File: src/design/elhr_pkg.sv
// shared types, constants and color stop tables for the elevation hsl ramp
`timescale 1ns / 1ps
`default_nettype none
package elhr_pkg;

    localparam int NUM_STOPS = 12;
    localparam int SEG_W     = 4;
    localparam int ELEV_W    = 18;
    localparam int OFS_W     = 16;
    localparam int RECIP_W   = 29;
    localparam int HUE_W     = 14;
    localparam int FRAC_W    = 16;

    typedef logic [SEG_W-1:0] seg_t;

    localparam seg_t NODATA_SEG = 4'd0;
    localparam seg_t CLAMP_SEG  = 4'd1;
    localparam seg_t LAST_SEG   = SEG_W'(NUM_STOPS - 1);

    typedef struct packed {
        logic signed [ELEV_W-1:0] pos;
        logic [HUE_W-1:0]         hue;
        logic [FRAC_W-1:0]        sat;
        logic [FRAC_W-1:0]        lig;
    } color_stop_t;

    // one queued transaction: segment and offset into it
    typedef struct packed {
        seg_t             seg;
        logic [OFS_W-1:0] ofs;
    } ramp_item_t;

    function automatic color_stop_t ramp_stop(input seg_t idx);
        color_stop_t st;
        case (idx)
            4'd0:    st = '{-18'sd60000, 14'd12800, 16'd22938, 16'd19661};
            4'd1:    st = '{-18'sd10,    14'd12800, 16'd29491, 16'd37356};
            4'd2:    st = '{18'sd0,      14'd0,     16'd1966,  16'd47186};
            4'd3:    st = '{18'sd200,    14'd0,     16'd2621,  16'd38011};
            4'd4:    st = '{18'sd800,    14'd2048,  16'd31457, 16'd39322};
            4'd5:    st = '{18'sd3000,   14'd4800,  16'd26214, 16'd31457};
            4'd6:    st = '{18'sd9000,   14'd7680,  16'd32768, 16'd16384};
            4'd7:    st = '{18'sd22000,  14'd6400,  16'd22938, 16'd38011};
            4'd8:    st = '{18'sd24000,  14'd512,   16'd36045, 16'd31457};
            4'd9:    st = '{18'sd27000,  14'd0,     16'd3277,  16'd36045};
            4'd10:   st = '{18'sd33000,  14'd3200,  16'd26214, 16'd45875};
            default: st = '{18'sd37760,  14'd0,     16'd0,     16'd62259};
        endcase
        return st;
    endfunction

    // round(2^32 / segment span)
    function automatic logic [RECIP_W-1:0] seg_recip(input seg_t idx);
        logic [RECIP_W-1:0] r;
        case (idx)
            4'd0:    r = 29'd71595;
            4'd1:    r = 29'd429496730;
            4'd2:    r = 29'd21474836;
            4'd3:    r = 29'd7158279;
            4'd4:    r = 29'd1952258;
            4'd5:    r = 29'd715828;
            4'd6:    r = 29'd330382;
            4'd7:    r = 29'd2147484;
            4'd8:    r = 29'd1431656;
            4'd9:    r = 29'd715828;
            4'd10:   r = 29'd902304;
            default: r = 29'd0;
        endcase
        return r;
    endfunction

endpackage
`default_nettype wire

File: src/design/elhr_front.sv
// front end: threshold register, sample classification and segment search
`timescale 1ns / 1ps
`default_nettype none
module elhr_front (
    input  logic                               clk,
    input  logic                               rst_n,
    input  logic                               cfg_valid,
    output logic                               cfg_ready,
    input  logic signed [elhr_pkg::ELEV_W-1:0] cfg_data,
    input  logic                               in_valid,
    output logic                               in_ready,
    input  logic signed [elhr_pkg::ELEV_W-1:0] elevation,
    output logic                               push,
    output elhr_pkg::ramp_item_t               push_item,
    input  logic                               full
);
    import elhr_pkg::*;

    logic signed [ELEV_W-1:0] nodata_below_reg;
    logic signed [ELEV_W-1:0] nodata_below_next;
    color_stop_t              stop_i;
    color_stop_t              stop_last;
    logic signed [ELEV_W-1:0] cand_pos;
    logic signed [ELEV_W-1:0] base_pos;
    logic [ELEV_W:0]          diff;
    seg_t                     seg_sel;
    logic [OFS_W-1:0]         ofs_sel;

    assign cfg_ready = 1'b1;
    assign in_ready  = !full;
    assign push      = in_valid && !full;

    always_comb
    begin
        nodata_below_next = nodata_below_reg;
        if (cfg_valid)
        begin
            nodata_below_next = cfg_data;
        end
    end

    always_ff @(posedge clk or negedge rst_n)
    begin
        if (!rst_n)
        begin
            nodata_below_reg <= -18'sd90000;
        end
        else
        begin
            nodata_below_reg <= nodata_below_next;
        end
    end

    always_comb
    begin
        stop_last = ramp_stop(LAST_SEG);
        stop_i    = ramp_stop(NODATA_SEG);
        cand_pos  = stop_i.pos;
        base_pos  = stop_i.pos;
        seg_sel   = NODATA_SEG;
        ofs_sel   = '0;
        diff      = '0;
        if (elevation < nodata_below_reg)
        begin
            seg_sel = NODATA_SEG;
        end
        else if (elevation <= 18'sd0)
        begin
            // sea level and below sit exactly on the coastal stop
            seg_sel = CLAMP_SEG;
        end
        else if (elevation >= stop_last.pos)
        begin
            seg_sel = LAST_SEG;
        end
        else
        begin
            for (int i = 0; i < NUM_STOPS - 1; i++)
            begin
                stop_i   = ramp_stop(SEG_W'(i));
                cand_pos = stop_i.pos;
                if (elevation >= cand_pos)
                begin
                    seg_sel  = SEG_W'(i);
                    base_pos = cand_pos;
                end
            end
            diff    = {elevation[ELEV_W-1], elevation} - {base_pos[ELEV_W-1], base_pos};
            ofs_sel = diff[OFS_W-1:0];
        end
    end

    assign push_item.seg = seg_sel;
    assign push_item.ofs = ofs_sel;

endmodule
`default_nettype wire

File: config.mk
export PLATFORM = sky130hd
export DESIGN_NAME = elhr_front
export DESIGN_NICKNAME = d
export VERILOG_FILES = /design/src/design/elhr_pkg.sv /design/src/design/elhr_front.sv
export SDC_FILE = /design/constraint.sdc
export NUM_CORES = 1
export LEC_CHECK = 0
export BUFFER_PORTS_ARGS = -buffer_cell sky130_fd_sc_hd__buf_2
export CORE_MARGIN = 2
export CORE_UTILIZATION = 45
export CTS_BUF_LIST = sky130_fd_sc_hd__clkbuf_16
export DETAILED_ROUTE_END_ITERATION = 7
export PLACE_DENSITY = 0.72
export REMOVE_ABC_BUFFERS = 1
export SETUP_SLACK_MARGIN = 0.3
export SYNTH_ARGS = -nofsm -noshare
export SYNTH_HDL_FRONTEND = slang
export SYNTH_SLANG_ARGS = --single-unit
File: constraint.sdc
create_clock -name clk -period 4.65 [get_ports clk]
set_input_delay 0.93 -clock clk [delete_from_list [all_inputs] [get_ports clk]]
set_output_delay 0.93 -clock clk [all_outputs]
set_load 0.03 [all_outputs]
# ---- Word-level counts from Yosys, hierarchy flattened
# Cells that the tools add are included.
dict set report totals {
  register_bits 18
  latchBits 0
  mem_bits_rw 0
  romBits 0
  inputBits 41
  out_inout_bits 23
  word_cells 81
  memories 0
}
dict set report op_classes {
  addsub 1
  multipliers 0
  div 0
  order_cmp 14
  n_eq_ne 0
  shift 0
  n_mux 63
  n_bitwise 0
  reduce_logical 2
}
# cell n
set ops {}
lappend ops {{64-bit two-way mux} 33}
lappend ops {{16-bit two-way mux} 17}
lappend ops {{18-bit greater-or-equal comparator} 11}
lappend ops {{4-bit two-way mux} 12}
lappend ops {{18-bit by 17-bit greater-or-equal comparator with 1-bit output, second input constant} 1}
lappend ops {{18-bit by 1-bit <= comparator with 1-bit output, second input constant} 1}
lappend ops {{18-bit < comparator} 1}
lappend ops {{16-bit subtractor} 1}
lappend ops {{1-bit logical AND} 1}
lappend ops {{1-bit zero test} 1}
lappend ops {{1-bit two-way mux} 1}

# ---- Longest topological paths before layout
dict set report logic_depth {
  depth_word 23
  ltp_mapped 14
  mapped_depth_nobuf 13
}

# ---- Worst setup path after synthesis
# OpenSTA, ideal clock, no wires.
dict set report synth_path {
  path_type {input to output}
  start {in elevation[5] in the netlist's numbering}
  end {out push_item[5] in the netlist's numbering}
  arrival_time_ns 4.645
  t_required_ns 3.720
  setup_slack_ns -0.925
  cell_stages 11
  n_path_buf 1
  path_cell_list {buf_2 > nand4_1 > or4_1 > or4_4 > a21boi_2 > o21a_1 > o21ai_1 > ha_1 > o21a_1 > o31a_1 > a2111oi_0}
}
# element line_no
set synth_lines {}
lappend synth_lines {{from (decl)} elhr_front.sv:12} ;# input logic signed [elhr_pkg::ELEV_W-1:0] elevation,
lappend synth_lines {{to (decl)} elhr_front.sv:14} ;# output elhr_pkg::ramp_item_t push_item,

==> out/summary.txt <==
layout net count: 563
die span in x: 78.39 um
met2 GRT Util: 51.64%
number of synthesis warnings: 0
critical path's slowest cell: or4_4
pre-CTS setup slack: -0.4807 ns
unrepaired setup endpoints after global routing: true
diode count: 0
outcome: complete, but fails checks
max-slew violation count: 0
largest fanout on the critical path: 3
commonest cells after routing, fill and taps aside: 110 x buf_4, 40 x buf_2, 37 x nand2_1
largest net degree at the start of global routing: 36
clock slew at reported path FFs: 0.05 ns
post-synth top area share: 16.08%
commonest non-fill, non-tap cell in the layout: buf_4
failing checks: setup timing
clock latency on the worst-skew pair: 0.25 ns
GRT Max-Usage Layer: met2
global-route wire length before repair: 13.80 mm
hold path depth: 2
setup ws final: -0.3481 ns
P_leak: 1.913 nW
root buf cell: clkbuf_16
Initial DRC Count: 125
vias after detailed routing: 3,114
Post-synth EDFFs: 0
Post-synth ARST share: 100.0%
area leader, netlist: ha_1
FMAX: 200.1 MHz
WP data required: 3.72 ns
crit-path cells: buf_6 -> nand4_1 -> or4_4 -> or4_4 -> a21boi_2 -> o21a_1 -> o21ai_1 -> ha_1 -> o21a_1 -> o31a_1 -> o21ai_2 -> o311a_1 -> and3_4 -> nor4_2 -> buf_4
Setup CP Type: in2out
Power Dens Cells: 209.3 nW/um^2
initial core utilization: 45.78%
Netlist Area Pre-Place: 2490 sq um
worst min path class: reg2reg
CTS Buffer Depth: 2
Via-to-Cell Ratio: 5.561
drt pass-1 iters: 4
wire length per cell: 14.81 um
met1 GRT Util: 32.74%
Psw: 309.6 uW
CTS Sinks: 18
number of max-cap violations: 0
layout cell share with drive strength beyond 1: 42.21%
final setup vio count: 11
gp weighted congestion: 0.9271
Synth area leaders: ha_1 16%, dfrtp_1 12%, o21ai_0 7.0%
peak supply drop: 216.5 uV
CP startpoint kind: input port
peak per-stage delay on the critical path: 0.52 ns
R2R cell count: 2
Antenna Nets Post-Route: 0
num ports: 64
arrival time at the worst endpoint: 4.07 ns
number of global-route vias before repair: 3,149
Post-Syn Area per Cell: 7.367 sq um
Worst-Margin Slew: 0.5405 ns
crit end category: output pin
All-Layer GR Usage: 27.48%
total gr overflow: 0
number of remaining DRC errors: 0
final wirelength: 8.291 mm
Worst slew margin: 63.04%
synthesized instance count: 338
Pint: 510.5 uW
met3 Use GR: 2.299%
Hold Vio Cnt, Final: 0
clock skew: 0 ns
Synth Flop Type: dfrtp_1
Yosys cell types: 61
DP Wirelength: 6.445 mm
antenna violations before repair: 0
Final period util: 107.5%
num rows: 27
H-tree levels: 1
setup TNS: -2.508 ns
core area: 5439 sq um
clock share of power: 21.0%
TritonCTS clock tree: yes
#FFs+latches synth: 18
Port Buf Inserts: 62
die height: 78.39 um
area grow syn2layout: 57.34%
Inserted Clock Buffers: 3
sequential share of power: 21.7%
sw frac: 37.75%
max reg flops: 18
Die ar.: 6144 sq um
sequential fraction of the synthesis area: 18.39%
Comb pwr share: 57.3%
fin crit period: 4.998 ns
layout make-up:
cell class / count / area (sq um)
Multi-Input combinational cell: 276 / 2033
Timing Repair Buffer: 159 / 1136
Tap cell: 72 / 90.09
Inverter: 31 / 121.4
Clock inverter: 1 / 3.754
Sequential cell: 18 / 457.9
Fill cell: 437 / 1521
Clock buffer: 3 / 75.07
power groups by stage:
stage          registers (mW)  logic (mW)  clock network, mW
2_1_floorplan           0.179       0.220                  0
3_3_place_gp            0.180       0.399                  0
3_5_place_dp            0.180       0.408                  0
4_1_cts                 0.178       0.450              0.176
5_1_grt                 0.180       0.514              0.186
6_report                0.178       0.470              0.172
metrics by stage:
step | hold WS [ns] | cell area [sq um] | utilization, % | cells | power [mW]
2_1_floorplan | 0.4741 | 2430 | - | 325 | 0.3994
3_3_place_gp | 0.4949 | 3518 | 64.69 | 549 | 0.5785
3_5_place_dp | 0.5018 | 3518 | 64.69 | 549 | 0.5885
4_1_cts | 0.5136 | 3842 | 70.65 | 559 | 0.8039
5_1_grt | 0.5305 | 3918 | 72.03 | 560 | 0.8796
6_report | 0.5047 | 3918 | 72.03 | 560 | 0.8201
critical path, delay by kind of cell:
kind,cells,cell delay [ns]
buffers and inverters,2,0.27
and+or+nand+nor,5,1.37
AOI/OAI and AO/OA,7,1.15
adders and majority gates,1,0.35
worst paths after layout:
check | from | endpoint | slack (ns)
min | nodata_below_reg[5] | nodata_below_reg[5] | 0.50
max reg2reg | nodata_below_reg[4] | nodata_below_reg[4] | 3.84
min reg2reg | nodata_below_reg[5] | nodata_below_reg[5] | 0.50
max | elevation[16] | push_item[15] | -0.35
max in group asynchronous | rst_n | nodata_below_reg[4] | 3.73
min in group asynchronous | rst_n | nodata_below_reg[12] | 0.60
cell families (layout without fill, tap and decap cells):
| kind of cell | count (synthesis) | after routing | share of synthesized area (%) |
|---|---|---|---|
| xor+xnor | 3 | 3 | 1.055 |
| simple gates | 119 | 119 | 24.37 |
| other cells | 1 | 1 | 0.1506 |
| fa+ha+maj | 33 | 33 | 16.88 |
| compound gates | 116 | 116 | 30.20 |
| flops | 18 | 18 | 18.39 |
| mux | 4 | 4 | 1.658 |
| buf+inv | 44 | 194 | 7.287 |
Yosys cell counts (7+ instances only):
| cell | n |
|---|---|
| ha_1 | 32 |
| nor2_1 | 24 |
| o21ai_1 | 7 |
| nor3_1 | 11 |
| nand2_1 | 37 |
| a21oi_1 | 21 |
| dfrtp_1 | 12 |
| inv_1 | 30 |
| o21ai_0 | 35 |
layer usage:
metal | vias up | routed length (um)
met4 | 0 | 236
met2 | 105 | 4243
met3 | 22 | 287
met5 | - | 0
li1 | 1549 | -
met1 | 1438 | 3523
what timing repair did:
action	in CTS	in global routing
pin swaps	7	6
gates resized for setup	47	17
hold buffers	0	0
setup buffers	6	1
endpoints found under the setup margin	12	20
Power figures use the tool's default switching activity.
