===== config.mk =====
export PLATFORM = sky130hd
export DESIGN_NAME = elhr_queue
export DESIGN_NICKNAME = d
export VERILOG_FILES = /design/src/design/elhr_pkg.sv /design/src/design/elhr_queue.sv
export SDC_FILE = /design/constraint.sdc
export NUM_CORES = 1
export LEC_CHECK = 0
export ABC_AREA = 0
export CORE_MARGIN = 5
export CORE_UTILIZATION = 61
export CTS_CLUSTER_DIAMETER = 150
export DETAILED_ROUTE_END_ITERATION = 6
export DONT_BUFFER_PORTS = 1
export HOLD_SLACK_MARGIN = 0.1
export PLACE_DENSITY = 0.74
export SYNTH_ARGS = -nofsm -noshare
export SYNTH_HDL_FRONTEND = slang
export SYNTH_SLANG_ARGS = --single-unit

===== constraint.sdc =====
create_clock -name clk -period 3.7 [get_ports clk]
set_clock_uncertainty 0.05 [all_clocks]
set_input_delay 0.555 -clock clk [delete_from_list [all_inputs] [get_ports clk]]
set_output_delay 0.555 -clock clk [all_outputs]
set_load 0.03 [all_outputs]

===== src/design/elhr_pkg.sv =====
// shared types, constants and color stop tables for the elevation hsl ramp
`timescale 1ns / 1ps
`default_nettype none
package elhr_pkg;

    localparam int NUM_STOPS = 12;
    localparam int SEG_W     = 4;
    localparam int ELEV_W    = 18;
    localparam int OFS_W     = 16;
    localparam int RECIP_W   = 29;
    localparam int HUE_W     = 14;
    localparam int FRAC_W    = 16;

    typedef logic [SEG_W-1:0] seg_t;

    localparam seg_t NODATA_SEG = 4'd0;
    localparam seg_t CLAMP_SEG  = 4'd1;
    localparam seg_t LAST_SEG   = SEG_W'(NUM_STOPS - 1);

    typedef struct packed {
        logic signed [ELEV_W-1:0] pos;
        logic [HUE_W-1:0]         hue;
        logic [FRAC_W-1:0]        sat;
        logic [FRAC_W-1:0]        lig;
    } color_stop_t;

    // one queued transaction: segment and offset into it
    typedef struct packed {
        seg_t             seg;
        logic [OFS_W-1:0] ofs;
    } ramp_item_t;

    function automatic color_stop_t ramp_stop(input seg_t idx);
        color_stop_t st;
        case (idx)
            4'd0:    st = '{-18'sd60000, 14'd12800, 16'd22938, 16'd19661};
            4'd1:    st = '{-18'sd10,    14'd12800, 16'd29491, 16'd37356};
            4'd2:    st = '{18'sd0,      14'd0,     16'd1966,  16'd47186};
            4'd3:    st = '{18'sd200,    14'd0,     16'd2621,  16'd38011};
            4'd4:    st = '{18'sd800,    14'd2048,  16'd31457, 16'd39322};
            4'd5:    st = '{18'sd3000,   14'd4800,  16'd26214, 16'd31457};
            4'd6:    st = '{18'sd9000,   14'd7680,  16'd32768, 16'd16384};
            4'd7:    st = '{18'sd22000,  14'd6400,  16'd22938, 16'd38011};
            4'd8:    st = '{18'sd24000,  14'd512,   16'd36045, 16'd31457};
            4'd9:    st = '{18'sd27000,  14'd0,     16'd3277,  16'd36045};
            4'd10:   st = '{18'sd33000,  14'd3200,  16'd26214, 16'd45875};
            default: st = '{18'sd37760,  14'd0,     16'd0,     16'd62259};
        endcase
        return st;
    endfunction

    // round(2^32 / segment span)
    function automatic logic [RECIP_W-1:0] seg_recip(input seg_t idx);
        logic [RECIP_W-1:0] r;
        case (idx)
            4'd0:    r = 29'd71595;
            4'd1:    r = 29'd429496730;
            4'd2:    r = 29'd21474836;
            4'd3:    r = 29'd7158279;
            4'd4:    r = 29'd1952258;
            4'd5:    r = 29'd715828;
            4'd6:    r = 29'd330382;
            4'd7:    r = 29'd2147484;
            4'd8:    r = 29'd1431656;
            4'd9:    r = 29'd715828;
            4'd10:   r = 29'd902304;
            default: r = 29'd0;
        endcase
        return r;
    endfunction

endpackage
`default_nettype wire


===== src/design/elhr_queue.sv =====
// small fifo of classified transactions between front and back end
`timescale 1ns / 1ps
`default_nettype none
module elhr_queue #(
    parameter int DEPTH = 4
) (
    input  logic                 clk,
    input  logic                 rst_n,
    input  logic                 push,
    input  elhr_pkg::ramp_item_t push_item,
    output logic                 full,
    input  logic                 pop,
    output elhr_pkg::ramp_item_t pop_item,
    output logic                 not_empty
);
    import elhr_pkg::*;

    localparam int PTR_W = (DEPTH > 1) ? $clog2(DEPTH) : 1;
    localparam int CNT_W = $clog2(DEPTH + 1);

    ramp_item_t       slot_reg [DEPTH];
    logic [PTR_W-1:0] wr_ptr_reg;
    logic [PTR_W-1:0] wr_ptr_next;
    logic [PTR_W-1:0] rd_ptr_reg;
    logic [PTR_W-1:0] rd_ptr_next;
    logic [CNT_W-1:0] count_reg;
    logic [CNT_W-1:0] count_next;

    assign full      = (count_reg == CNT_W'(DEPTH));
    assign not_empty = (count_reg != '0);
    assign pop_item  = slot_reg[rd_ptr_reg];

    always_comb
    begin
        wr_ptr_next = wr_ptr_reg;
        rd_ptr_next = rd_ptr_reg;
        if (push)
        begin
            wr_ptr_next = (wr_ptr_reg == PTR_W'(DEPTH - 1)) ? '0 : wr_ptr_reg + 1'b1;
        end
        if (pop)
        begin
            rd_ptr_next = (rd_ptr_reg == PTR_W'(DEPTH - 1)) ? '0 : rd_ptr_reg + 1'b1;
        end
        case ({push, pop})
            2'b10:   count_next = count_reg + 1'b1;
            2'b01:   count_next = count_reg - 1'b1;
            default: count_next = count_reg;
        endcase
    end

    always_ff @(posedge clk or negedge rst_n)
    begin
        if (!rst_n)
        begin
            wr_ptr_reg <= '0;
            rd_ptr_reg <= '0;
            count_reg  <= '0;
        end
        else
        begin
            wr_ptr_reg <= wr_ptr_next;
            rd_ptr_reg <= rd_ptr_next;
            count_reg  <= count_next;
        end
    end

    always_ff @(posedge clk)
    begin
        if (push)
        begin
            slot_reg[wr_ptr_reg] <= push_item;
        end
    end

    a_count_bound: assert property (@(posedge clk) disable iff (!rst_n)
        count_reg <= CNT_W'(DEPTH))
        else $error("queue count above depth");

    a_pop_nonempty: assert property (@(posedge clk) disable iff (!rst_n)
        pop |-> count_reg != '0)
        else $error("pop from empty queue");

    a_push_grows: assert property (@(posedge clk) disable iff (!rst_n)
        (push && !pop) |=> count_reg == $past(count_reg) + 1'b1)
        else $error("queue count did not grow on push");

    a_pop_shrinks: assert property (@(posedge clk) disable iff (!rst_n)
        (pop && !push) |=> count_reg == $past(count_reg) - 1'b1)
        else $error("queue count did not shrink on pop");

endmodule
`default_nettype wire


; ---- Yosys cells after proc, flatten, opt, wreduce, memory -nomap -nowiden
; Memories as Yosys holds them, arrays and structs flattened.
; Cells that the tools add are included.
[totals]
latch_bits = 0
in_bits = 24
reg_bits = 7
rom_bits = 0
wordCells = 20
n_memories = 1
ramBits = 80
[op_classes]
n_lt_le_gt_ge = 0
n_mux = 5
n_eq_ne = 5
n_div = 0
multipliers = 0
shifts = 0
n_reduce_logical = 2
bitwise = 0
n_addsub = 4
[mem_list]
columns = name, words, word_bits, rd, rd_ports_with_merged_regs, write_ports, line_no
row1 = slot_reg, 4, 20, 1, 0, 1, elhr_queue.sv:21  ; ramp_item_t slot_reg [DEPTH];
[op_table]
columns = op, count
row1 = $eq A2 B2 Y1 const B, 3
row2 = $pmux W3 S2, 1
row3 = $add A2 B1 Y2 const B, 2
row4 = $mux W2, 2
row5 = $add A3 B1 Y3 const B, 1
row6 = $eq A3 B3 Y1 const B, 1
row7 = $reduce_bool A3 Y1, 1
row8 = $sub A3 B1 Y3 const B, 1
row9 = $eq A2 B1 Y1 const B, 1
row10 = $mux W1, 2
row11 = $reduce_bool A2 Y1, 1

; ---- Logic depth before layout (Yosys ltp)
[logic_depth]
ltp_word = 2
ltp_mapped = 7

; ---- Worst setup path after synthesis
; Ideal clock, no wire load.
[synth_path]
path_type = register to output
from = register rd_ptr_reg[0]
to = output port pop_item[10] (netlist name)
path_stages_with_launch = 3
t_arrival_ps = 1234
n_path_buf = 1
setup_slack_ps = 1861
cell_sequence = dfrtp_1 -> buf_6 -> mux4_2
[synth_lines]
columns = element, line_no
row1 = start: declaration, elhr_queue.sv:24  ; logic [PTR_W-1:0] rd_ptr_reg;
row2 = start signal: assignment, elhr_queue.sv:63  ; rd_ptr_reg <= rd_ptr_next;
row3 = end: declaration, elhr_queue.sv:13  ; output elhr_pkg::ramp_item_t pop_item,

==> run_summary.xml <==
<?xml version="1.0" encoding="UTF-8"?>
<metrics>
  <group name="grt">
    <metric name="grt_use_total" unit="">0.1558</metric>
    <metric name="grt-ovfl-total" unit="">0</metric>
    <metric name="antenna_found_initial" unit="">0</metric>
    <metric name="first_global_vias" unit="">1490</metric>
    <metric name="grt_max_degree" unit="">23</metric>
    <metric name="grt_first_pass_wirelength" unit="um">8086</metric>
  </group>
  <group name="synthesis">
    <metric name="mappedNetlistArea" unit="mm2">0.003308</metric>
    <metric name="mappedNetlistNets" unit="">174</metric>
    <metric name="ys_warn_count" unit="">0</metric>
    <metric name="asyncSetResetFlopFracSynth" unit="">0.08046</metric>
    <metric name="synth.ff_latch_count" unit="">87</metric>
    <metric name="synth.most_common_cell" unit="">sky130_fd_sc_hd__edfxtp_1</metric>
    <metric name="post_synth_most_frequent_cells" unit="">80 x sky130_fd_sc_hd__edfxtp_1, 18 x sky130_fd_sc_hd__mux4_2, 7 x sky130_fd_sc_hd__dfrtp_1</metric>
    <metric name="syn_inst" unit="">143</metric>
    <metric name="synth-edff-count" unit="">80</metric>
    <metric name="synth_cell_types" unit="">18</metric>
    <metric name="synthTopCellsByArea" unit="">sky130_fd_sc_hd__edfxtp_1 73%, sky130_fd_sc_hd__mux4_2 12%, sky130_fd_sc_hd__dfrtp_1 5.3%, sky130_fd_sc_hd__ha_1 2.3%, sky130_fd_sc_hd__mux4_1 1.6%</metric>
    <metric name="postSynth.topFlopCell" unit="">sky130_fd_sc_hd__edfxtp_1</metric>
    <metric name="sequential_cell_area_fraction_in_the_yosys_report" unit="">0.7791</metric>
    <metric name="postSynthAreaPerCell" unit="um2">23.13</metric>
    <metric name="synth.largest_area_cell" unit="">sky130_fd_sc_hd__edfxtp_1</metric>
    <metric name="yosysTopAreaCellShare" unit="">0.7262</metric>
  </group>
  <group name="timing">
    <metric name="worst_slew_margin_rel" unit="">0.2981</metric>
    <metric name="post-route-worst-setup-slack" unit="ps">923.8</metric>
    <metric name="rsz0062_at_grt" unit="">false</metric>
    <metric name="final-hold-violation-count" unit="">0</metric>
    <metric name="worst-slew-pin-transition" unit="ps">1053</metric>
    <metric name="finalWorstPathRequiredPeriod" unit="ps">2776</metric>
    <metric name="finalCritPeriodShare" unit="">0.7503</metric>
    <metric name="drv_slew" unit="">0</metric>
    <metric name="clock.fmax" unit="MHz">360.2</metric>
    <metric name="finalSetupViolCount" unit="">0</metric>
    <metric name="setup_tns" unit="ps">0</metric>
  </group>
  <group name="route">
    <metric name="num_vias" unit="">1344</metric>
    <metric name="vias_per_cell" unit="">5.921</metric>
    <metric name="detail_route.iter0.violations" unit="">110</metric>
    <metric name="remaining_drc_errors" unit="">0</metric>
    <metric name="avgRoutedWirePerCell" unit="um">22.03</metric>
    <metric name="routed_wl" unit="um">5001</metric>
    <metric name="drt.antenna.violating_nets" unit="">0</metric>
    <metric name="detail_route.first_pass.iterations" unit="">4</metric>
  </group>
  <group name="cells_and_area">
    <metric name="num-fill-cells" unit="">326</metric>
    <metric name="layout.nets" unit="">183</metric>
    <metric name="diodes" unit="">0</metric>
    <metric name="largest_reg_flops" unit="">80</metric>
    <metric name="post_route_cells_drive_above_1_share" unit="">0.2102</metric>
    <metric name="area.growth.synth_to_final" unit="%">6.921</metric>
  </group>
  <group name="clock_tree">
    <metric name="htree_levels" unit="">3</metric>
    <metric name="number_of_buffers_created_by_cts" unit="">9</metric>
    <metric name="post_cts.repair.setup_buffers" unit="">0</metric>
    <metric name="worst_skew_pair.late_latency" unit="ps">340</metric>
    <metric name="cts_root_buf" unit="">sky130_fd_sc_hd__clkbuf_8</metric>
    <metric name="tritoncts_num_sinks" unit="">87</metric>
    <metric name="clkTransAtPathRegs" unit="ps">80</metric>
    <metric name="clock_tree.buffer_depth" unit="">2</metric>
    <metric name="tritoncts" unit="">done</metric>
  </group>
  <group name="critical_path">
    <metric name="cp_max_fo" unit="">13</metric>
    <metric name="worst_setup_path_end_kind" unit="">output port</metric>
    <metric name="setup.worst_path.start_class" unit="">flop</metric>
    <metric name="required" unit="ps">3090</metric>
    <metric name="crit_type" unit="">reg -&gt; out</metric>
    <metric name="worstPathArrival" unit="ps">2170</metric>
  </group>
  <group name="floorplan">
    <metric name="initial_utilization" unit="">0.6396</metric>
    <metric name="die_area" unit="mm2">0.006996</metric>
    <metric name="die_h" unit="um">83.64</metric>
    <metric name="i_o_pin_cnt" unit="">46</metric>
    <metric name="num_rows" unit="">26</metric>
    <metric name="die_x" unit="um">83.64</metric>
    <metric name="design.core.area" unit="mm2">0.005172</metric>
  </group>
  <group name="placed_design">
    <metric name="place.port_buffers" unit="">0</metric>
    <metric name="place_ws" unit="ps">1225</metric>
    <metric name="dp_hpwl" unit="um">3259</metric>
    <metric name="routabilityCongestion" unit="">0.6910</metric>
  </group>
  <group name="job">
    <metric name="max_cap_viol_count" unit="">0</metric>
  </group>
  <group name="outcome">
    <metric name="status" unit="">complete, no violations</metric>
  </group>
  <group name="power">
    <metric name="vdd.ir_drop.worst" unit="mV">0.4430</metric>
    <metric name="power_per_cell_area" unit="mW/mm2">786.4</metric>
    <metric name="total_leakage_power" unit="nW">1.170</metric>
  </group>
  <group name="hold_path">
    <metric name="timing.hold.worst.class" unit="">in -&gt; reg</metric>
  </group>
</metrics>
==> layout make-up <==
cell class	count	area (um2)	share of cell area
clock buffer	11	131.4	0.03714
clock inverter	5	25.02	0.007075
inverter	6	22.52	0.006367
multi-input combinational	46	675.6	0.1910
sequential	87	2577	0.7287
tap	70	87.58	0.02476
timing repair buffer	2	17.52	0.004952
==> logic make-up after synthesis <==
kind of cell	Yosys count	share of synthesized area
flip-flops	87	0.7791
XOR/XNOR	3	0.007944
multiplexers	22	0.1452
AND/OR/NAND/NOR	11	0.01778
buffers and inverters	10	0.01664
AO/OA/AOI/OAI	3	0.004537
adder cells (fa/ha/maj)	7	0.02874
==> cells in the final DEF, fill, tap and decap left out <==
cell / instances
sky130_fd_sc_hd__edfxtp_1: 80
sky130_fd_sc_hd__o21ai_0: 3
sky130_fd_sc_hd__mux2_2: 2
sky130_fd_sc_hd__fa_1: 1
sky130_fd_sc_hd__inv_1: 6
sky130_fd_sc_hd__clkbuf_1: 2
sky130_fd_sc_hd__mux4_1: 2
sky130_fd_sc_hd__clkinv_1: 2
sky130_fd_sc_hd__buf_4: 1
sky130_fd_sc_hd__xnor2_1: 1
sky130_fd_sc_hd__or3_1: 2
sky130_fd_sc_hd__nor2_1: 2
sky130_fd_sc_hd__nand2_1: 2
sky130_fd_sc_hd__ha_1: 6
sky130_fd_sc_hd__and3_1: 1
sky130_fd_sc_hd__and2_1: 4
sky130_fd_sc_hd__dfrtp_1: 7
sky130_fd_sc_hd__mux4_2: 18
sky130_fd_sc_hd__dlygate4sd3_1: 1
sky130_fd_sc_hd__xor2_1: 2
sky130_fd_sc_hd__clkbuf_8: 9
sky130_fd_sc_hd__clkinv_2: 2
sky130_fd_sc_hd__clkinvlp_4: 1
==> worst max-delay path, cell delays in order (launching register included) <==
cell	delay (ps)
sky130_fd_sc_hd__dfrtp_1	670
sky130_fd_sc_hd__buf_4	380
sky130_fd_sc_hd__mux4_1	770
==> metrics by stage <==
stage | std cells | util | instance area [um2] | hold slack (ps) | power, mW
after floorplan | 143 | - | 3308 | 209.4 | 2.160
after global placement | 210 | 0.6517 | 3371 | 209.7 | 2.256
after detailed placement | 210 | 0.6517 | 3371 | 209.6 | 2.297
after CTS | 227 | 0.6838 | 3537 | 241.5 | 2.823
after global routing | 227 | 0.6838 | 3537 | 239.6 | 2.922
final | 227 | 0.6838 | 3537 | 255.0 | 2.782
==> report_power, final <==
part / switching [mW] / internal [mW] / total (mW) / leakage [nW]
clock: 0.293 / 0.237 / 0.531 / 0.0782
sequential: 0.126 / 1.27 / 1.40 / 0.818
combinational: 0.554 / 0.298 / 0.851 / 0.274
==> routing by layer <==
| metal | track usage | vias up | part of all wire |
|---|---|---|---|
| li1 | - | 598 | - |
| met1 | 0.1750 | 701 | 0.38 |
| met2 | 0.2683 | 37 | 0.54 |
| met3 | 0.05035 | 8 | 0.068 |
| met4 | 0.07456 | 0 | 0.015 |
| met5 | 0 | - | 0 |
==> worst paths after layout <==
kind | from | end | slack, ps | cells after the start
worst max-delay path | rd_ptr_reg[0] | pop_item[0] | 920 | 2
max in group asynchronous | rst_n | wr_ptr_reg[0] | 2880 | 1
worst max register to register | wr_ptr_reg[1] | slot_reg[1][17] | 1810 | 3
worst min register to register | count_reg[2] | count_reg[2] | 460 | 1
min in group asynchronous | rst_n | count_reg[0] | 480 | 1
worst min-delay path | push_item[19] | slot_reg[1][19] | 250 | 0
==> timing repair <==
item,in CTS,in global routing
endpoints found under the hold margin,7,0
hold buffers,1,0
resized for setup,0,0
Power figures use the tool's default switching activity.
